File: src/design/spq_pkg.sv
`timescale 1ns / 1ps
// ----------------------------------------------------------------------------
// Stable priority queue package
// Shared sizes, payload types, codes and the per-cell control struct.
// ----------------------------------------------------------------------------
package spq_pkg;

  localparam int QUEUE_DEPTH = 16;
  localparam int VALUE_W     = 32;
  localparam int PRIO_W      = 4;
  localparam int COUNT_W     = 5;
  localparam int CNT_W       = $clog2(QUEUE_DEPTH + 1);

  typedef logic signed [VALUE_W-1:0] value_t;
  typedef logic        [PRIO_W-1:0]  prio_t;
  typedef logic        [COUNT_W-1:0] count_t;
  typedef logic        [CNT_W-1:0]   occ_t;

  typedef enum logic {
    KIND_ENQ = 1'b0,
    KIND_DEQ = 1'b1
  } kind_t;

  typedef enum logic [1:0] {
    ST_OK    = 2'd0,
    ST_FULL  = 2'd1,
    ST_EMPTY = 2'd2
  } status_t;

  // Broadcast to every cell for one request.
  typedef struct packed {
    logic   enq;
    logic   deq;
    value_t value;
    prio_t  prio;
  } cell_ctrl_t;

endpackage

File: src/design/spq_if.sv
`timescale 1ns / 1ps
// ----------------------------------------------------------------------------
// Stable priority queue channels
// Valid/ready channels for requests and results.
// ----------------------------------------------------------------------------
interface spq_in_if;
  import spq_pkg::*;

  logic   valid;
  logic   ready;
  kind_t  kind;
  value_t item_value;
  prio_t  item_priority;

  modport source (output valid, kind, item_value, item_priority, input ready);
  modport sink   (input valid, kind, item_value, item_priority, output ready);
endinterface

interface spq_out_if;
  import spq_pkg::*;

  logic    valid;
  logic    ready;
  value_t  out_value;
  status_t status;
  count_t  entry_count;

  modport source (output valid, out_value, status, entry_count, input ready);
  modport sink   (input valid, out_value, status, entry_count, output ready);
endinterface

File: src/design/spq_cell.sv
`timescale 1ns / 1ps
// ----------------------------------------------------------------------------
// Stable priority queue cell
// Holds one entry; keeps it, takes the new entry, or takes a neighbor's.
// ----------------------------------------------------------------------------
module spq_cell (
  input  logic                clk,
  input  spq_pkg::cell_ctrl_t ctrl,
  input  logic                occupied,
  input  logic                prev_keep,
  input  spq_pkg::value_t     prev_value,
  input  spq_pkg::prio_t      prev_prio,
  input  spq_pkg::value_t     next_value,
  input  spq_pkg::prio_t      next_prio,
  output logic                keep,
  output spq_pkg::value_t     value,
  output spq_pkg::prio_t      prio
);
  import spq_pkg::*;

  value_t value_r, value_nxt;
  prio_t  prio_r,  prio_nxt;

  // An entry stays put when it ranks at or above the new one.
  assign keep = occupied && (prio_r >= ctrl.prio);

  always_comb begin
    value_nxt = value_r;
    prio_nxt  = prio_r;
    if (ctrl.enq && !keep) begin
      if (prev_keep) begin
        value_nxt = ctrl.value;
        prio_nxt  = ctrl.prio;
      end else begin
        value_nxt = prev_value;
        prio_nxt  = prev_prio;
      end
    end else if (ctrl.deq) begin
      value_nxt = next_value;
      prio_nxt  = next_prio;
    end
  end

  always_ff @(posedge clk) begin
    value_r <= value_nxt;
    prio_r  <= prio_nxt;
  end

  assign value = value_r;
  assign prio  = prio_r;
endmodule

File: src/design/stable_priority_queue_core.sv
`timescale 1ns / 1ps
// ----------------------------------------------------------------------------
// Stable priority queue core
// A result appears in the output register the cycle after its request is
// accepted. One request per cycle is accepted, as the whole cell row
// updates at once, as long as the result side keeps taking.
// Reset (synchronous, active low) empties the queue and the output register;
// cell contents are not cleared and are never read before being written.
// ----------------------------------------------------------------------------
module stable_priority_queue_core (
  input  logic             clk,
  input  logic             rst_n,
  spq_in_if.sink           in_chan,
  spq_out_if.source        out_chan
);
  import spq_pkg::*;

  // The queue is a row of cells sorted head first, priorities never
  // increasing toward the tail. On an enqueue every occupied cell compares
  // its priority to the new one at once; the cells that rank lower move one
  // place toward the tail and the first of them takes the new entry, which
  // lands behind all entries of equal priority. On a dequeue every cell
  // takes its tail-side neighbor's contents.

  occ_t    count_r, count_nxt;
  logic    out_valid_r;
  value_t  out_value_r;
  status_t out_status_r;
  count_t  out_count_r;

  logic       accept;
  logic       is_full, is_empty;
  cell_ctrl_t ctrl;

  value_t cell_value [QUEUE_DEPTH];
  prio_t  cell_prio  [QUEUE_DEPTH];
  logic   cell_keep  [QUEUE_DEPTH];

  // The output register frees itself when the consumer takes the result.
  assign in_chan.ready = !out_valid_r || out_chan.ready;
  assign accept        = in_chan.valid && in_chan.ready;

  assign is_full  = (count_r == occ_t'(QUEUE_DEPTH));
  assign is_empty = (count_r == '0);

  always_comb begin
    ctrl.enq   = accept && (in_chan.kind == KIND_ENQ) && !is_full;
    ctrl.deq   = accept && (in_chan.kind == KIND_DEQ) && !is_empty;
    ctrl.value = in_chan.item_value;
    ctrl.prio  = in_chan.item_priority;
  end

  genvar i;
  generate
    for (i = 0; i < QUEUE_DEPTH; i++) begin : g_cell
      logic   prev_keep;
      value_t prev_value, next_value;
      prio_t  prev_prio,  next_prio;

      if (i == 0) begin : g_head
        // Nothing stands ahead of the head, so it takes a new entry directly.
        assign prev_keep  = 1'b1;
        assign prev_value = '0;
        assign prev_prio  = '0;
      end else begin : g_body
        assign prev_keep  = cell_keep[i-1];
        assign prev_value = cell_value[i-1];
        assign prev_prio  = cell_prio[i-1];
      end

      if (i == QUEUE_DEPTH - 1) begin : g_tail
        assign next_value = '0;
        assign next_prio  = '0;
      end else begin : g_inner
        assign next_value = cell_value[i+1];
        assign next_prio  = cell_prio[i+1];
      end

      spq_cell u_cell (
        .clk        (clk),
        .ctrl       (ctrl),
        .occupied   (occ_t'(i) < count_r),
        .prev_keep  (prev_keep),
        .prev_value (prev_value),
        .prev_prio  (prev_prio),
        .next_value (next_value),
        .next_prio  (next_prio),
        .keep       (cell_keep[i]),
        .value      (cell_value[i]),
        .prio       (cell_prio[i])
      );
    end
  endgenerate

  always_comb begin
    count_nxt = count_r;
    if (ctrl.enq) begin
      count_nxt = count_r + occ_t'(1);
    end else if (ctrl.deq) begin
      count_nxt = count_r - occ_t'(1);
    end
  end

  // Count and output valid are control state; the result payload is not.
  always_ff @(posedge clk) begin
    if (!rst_n) begin
      count_r     <= '0;
      out_valid_r <= 1'b0;
    end else begin
      count_r <= count_nxt;
      if (accept) begin
        out_valid_r <= 1'b1;
      end else if (out_chan.ready) begin
        out_valid_r <= 1'b0;
      end
    end
  end

  always_ff @(posedge clk) begin
    if (accept) begin
      out_value_r  <= ctrl.deq ? cell_value[0] : '0;
      out_count_r  <= count_t'(count_nxt);
      if (in_chan.kind == KIND_ENQ) begin
        out_status_r <= is_full ? ST_FULL : ST_OK;
      end else begin
        out_status_r <= is_empty ? ST_EMPTY : ST_OK;
      end
    end
  end

  assign out_chan.valid       = out_valid_r;
  assign out_chan.out_value   = out_value_r;
  assign out_chan.status      = out_status_r;
  assign out_chan.entry_count = out_count_r;
endmodule
File: src/flat_wrapper.sv
// flat-port wrapper written by rule: the top's interface ports become plain ports
module stable_priority_queue_core_flat import spq_pkg::*;
  (clk, rst_n, in_chan_valid, in_chan_kind, in_chan_item_value, in_chan_item_priority, in_chan_ready, out_chan_valid, out_chan_out_value, out_chan_status, out_chan_entry_count, out_chan_ready);
  spq_in_if in_chan_i ();
  spq_out_if out_chan_i ();
  input  logic clk;
  input  logic rst_n;
  input wire logic [$bits(in_chan_i.valid)-1:0] in_chan_valid;
  input wire logic [$bits(in_chan_i.kind)-1:0] in_chan_kind;
  input wire logic [$bits(in_chan_i.item_value)-1:0] in_chan_item_value;
  input wire logic [$bits(in_chan_i.item_priority)-1:0] in_chan_item_priority;
  output wire logic [$bits(in_chan_i.ready)-1:0] in_chan_ready;
  output wire logic [$bits(out_chan_i.valid)-1:0] out_chan_valid;
  output wire logic [$bits(out_chan_i.out_value)-1:0] out_chan_out_value;
  output wire logic [$bits(out_chan_i.status)-1:0] out_chan_status;
  output wire logic [$bits(out_chan_i.entry_count)-1:0] out_chan_entry_count;
  input wire logic [$bits(out_chan_i.ready)-1:0] out_chan_ready;
  assign in_chan_i.valid = in_chan_valid;
  assign in_chan_i.kind = in_chan_kind;
  assign in_chan_i.item_value = in_chan_item_value;
  assign in_chan_i.item_priority = in_chan_item_priority;
  assign in_chan_ready = in_chan_i.ready;
  assign out_chan_valid = out_chan_i.valid;
  assign out_chan_out_value = out_chan_i.out_value;
  assign out_chan_status = out_chan_i.status;
  assign out_chan_entry_count = out_chan_i.entry_count;
  assign out_chan_i.ready = out_chan_ready;
  stable_priority_queue_core u_core (.clk(clk), .rst_n(rst_n), .in_chan(in_chan_i), .out_chan(out_chan_i));
endmodule
File: config.mk
export PLATFORM = sky130hd
export DESIGN_NAME = stable_priority_queue_core_flat
export DESIGN_NICKNAME = d
export VERILOG_FILES = /design/src/design/spq_pkg.sv /design/src/design/spq_if.sv /design/src/design/spq_cell.sv /design/src/design/stable_priority_queue_core.sv /design/src/flat_wrapper.sv
export SDC_FILE = /design/constraint.sdc
export NUM_CORES = 1
export LEC_CHECK = 0
export BUFFER_PORTS_ARGS = -buffer_cell sky130_fd_sc_hd__buf_2
export CORE_ASPECT_RATIO = 1.1
export CORE_MARGIN = 4
export CORE_UTILIZATION = 60
export CTS_CLUSTER_SIZE = 25
export DETAILED_ROUTE_END_ITERATION = 12
export PLACE_DENSITY = 0.76
export SLEW_MARGIN = 5
export SYNTH_ARGS = -nofsm -noshare
export SYNTH_HDL_FRONTEND = slang
export SYNTH_SLANG_ARGS = --single-unit
File: constraint.sdc
create_clock -name clk -period 7.84 [get_ports clk]
set_clock_uncertainty 0.2 [all_clocks]
set_input_delay 1.568 -clock clk [delete_from_list [all_inputs] [get_ports clk]]
set_output_delay 1.568 -clock clk [all_outputs]
set_load 0.02 [all_outputs]
==> results.ini <==
[min_path]
hold_path.class=register to register
min_to=u_core.out_chan.out_value[1]
worstHoldStart=u_core.g_cell[0].u_cell.value[1]
min_path_cells=1

[power]
ir_drop_mv=0.163
pwr-share-seq_pct=47.6
power_mw=11.1
switching_share_pct=32.3
power.leakage_nw=15.1
clkPwrFrac_pct=26.1
pwr_density_cell_nw_per_um2=318
power.internal_mw=7.48
p_switching_mw=3.57
p_comb_share_pct=26.3

[logic_synthesis]
syn-num-nets=2852
avgSynthCellArea_sq_um=11.8
synth_edf_count=615
synth_cell_type_count=52
yosysSeqAreaShare_pct=57.6
synthTopCellsByArea=edfxtp_1 57%, mux2i_1 17%, a21oi_1 7.5%
synth_common_cells=615 x edfxtp_1, 540 x mux2i_1, 512 x nor2_1
synth-seq-cells=621
syn_inst=2743
syn_area_sq_um=32300
synth.most_common_cell=edfxtp_1
yosysWarnings=0
synthFlopType=edfxtp_1
async_reset_ff_share_pct=0
synth_top_area_share_pct=57.2
yosysTopAreaCell=edfxtp_1

[status]
status=complete, no violations

[final_layout]
area_growth_pct=7.64
multi_input_area_sq_um=12700
regArea_sq_um=18600
nNetsFinal=2816
drive_gt1_share_pct=10.2
fill_cells=4057
antenna_cells=0
stdcell_area_sq_um=34700
utilization_pct=65.7

[clock_network]
cts_buffer_depth=3
clk_latency_ns=0.64
root_buffer=clkbuf_16
clock-sinks=621
post-cts-setup-buffers=0
h-tree-depth=2
cts-resized-gates=0
clk_pin_slew_ns=0.06
cts_buffers=61
cts_tree=yes
hold_buffers=0

[critical_path]
regToRegEndpoint=u_core.g_cell[2].u_cell.value[14]
end_kind=register
cp_max_fo=38
r2r.worst_path.cells=7
rrSetupSlack_ns=3.38
rr_startpoint=u_core.count_r[1]
cp.required_ns=8.01
arrival_ns=5.27
crit_type=input port to register
start_kind=input port
setup.worst_path.start=in_chan_item_priority[1]

[sta]
slew_viol_final=0
worst_slew_pin_slew_ns=1.28
finalWorstSetupSlack_ns=2.74
fin_tns_setup_ns=0
fin_crit_sh_pct=65.1
max_freq_ghz=0.196
min_period_ns=5.10
finalSetupViolCount=0
finalHoldViolCount=0
rsz0062_at_grt=no
slew_headroom_pct=14.5

[floorplan]
fp.dieArea_sq_um=57600
die_y_um=251
rows=88
core_area_sq_um=52900
start_util_pct=61.1
io_pins=82
die_w_um=229

[grt]
grt_pass1_wl_um=125000
grt_max_degree=74
antenna_found_initial=1
overflow=0
grt_pass1_vias=21121
groute.usage.overall_pct=27.3

[route]
drc_errors=0
drtIter0Drc=2704
ant_nets=0
postRouteWirelength_um=80600
wl_met3_um=7010
m1WireLength_um=36400
top_layer=met4
wl_per_cell_um=23.5
vias=21670
dr_wl_met2_um=35500
via_per_inst=6.31
dr.pass1.iters=8

[place]
placed_cell_area_sq_um=32800
dp_slack_ns=2.14
hpwl_um=51600
portBuffers=81
gp_congestion=0.838

[job]
drv_cap=0

-- worst max-delay path by stage --
| stage | end | slack [ns] | cells past startpoint |
|---|---|---|---|
| after CTS | u_core.g_cell[15].u_cell.value[8] | 2.79 | 7 |
| after global routing | u_core.g_cell[15].u_cell.value[17] | 2.61 | 7 |
| after global placement | u_core.g_cell[15].u_cell.value[10] | 2.18 | 7 |
| after detailed placement | u_core.g_cell[15].u_cell.value[10] | 2.14 | 7 |
| final | u_core.g_cell[0].u_cell.value[16] | 2.74 | 9 |
| after floorplan | u_core.g_cell[0].u_cell.prio[0] | 0.93 | 10 |
-- worst max-delay path, stage by stage --
cell and delay, ns:
buf_2 0.37, inv_1 0.48, ha_1 0.39, or3b_2 0.45, o2111ai_1 0.14, a22oi_2 0.07, buf_4 0.37, nor2_4 0.95
mux2_2 0.42
-- registers in the layout, summed over array words and instances, names as in the netlist --
signal                       count
u_core.count_r                   5
u_core.g_cell.u_cell.prio       64
u_core.g_cell.u_cell.value     512
u_core.out_chan.entry_count      5
u_core.out_chan.out_value       32
u_core.out_chan.status           2
u_core.out_chan.valid            1
-- per-layer routing --
layer	global-route usage, %	vias up
met4	6.94	0
met3	5.30	99
li1	-	9979
met2	41.0	930
met5	0	-
met1	41.3	10662
-- cell type report --
| cell class | count | area share [%] |
|---|---|---|
| Timing Repair Buffer | 106 | 1.71 |
| Sequential cell | 621 | 53.5 |
| Clock buffer | 78 | 4.70 |
| Clock inverter | 35 | 0.825 |
| Inverter | 25 | 0.270 |
| Multi-Input combinational cell | 1892 | 36.5 |
| Tap cell | 675 | 2.43 |
-- power by group through the flow --
stage	Sequential, mW	Combinational, mW	Clock [mW]
after floorplan	5.10	2.20	0
after global placement	5.27	2.79	0
after detailed placement	5.30	2.89	0
after CTS	5.24	2.90	2.91
after global routing	5.32	3.21	3.06
final	5.26	2.91	2.89
-- cells in the final DEF (no fill, tap or decap), drive strengths merged, types with 27 or more instances in the layout --
cell and instances:
clkinv 27, nand2 58, mux2i 540, buf 106
nor2 514, a21oi 498, o21ai 55, clkbuf 78
ha 68, mux2 36, edfxtp 615, and2 37
-- per-stage QoR --
| step | hold slack [ns] | instances |
|---|---|---|
| after global routing | 0.365 | 3432 |
| after detailed placement | 0.341 | 3319 |
| after global placement | 0.337 | 3319 |
| final | 0.356 | 3432 |
| after CTS | 0.357 | 3432 |
| after floorplan | 0.322 | 2743 |
-- cell families (layout without fill, tap and decap cells) --
logic type	Yosys count	after routing	share of synthesized area, %
adder cells (fa/ha/maj)	68	68	2.64
flip-flops	621	621	57.6
XOR/XNOR	4	4	0.109
AO/OA/AOI/OAI	582	582	9.64
buffers and inverters	230	244	3.33
AND/OR/NAND/NOR	662	662	8.67
multiplexers	576	576	18.0
Power figures use the tool's default switching activity.
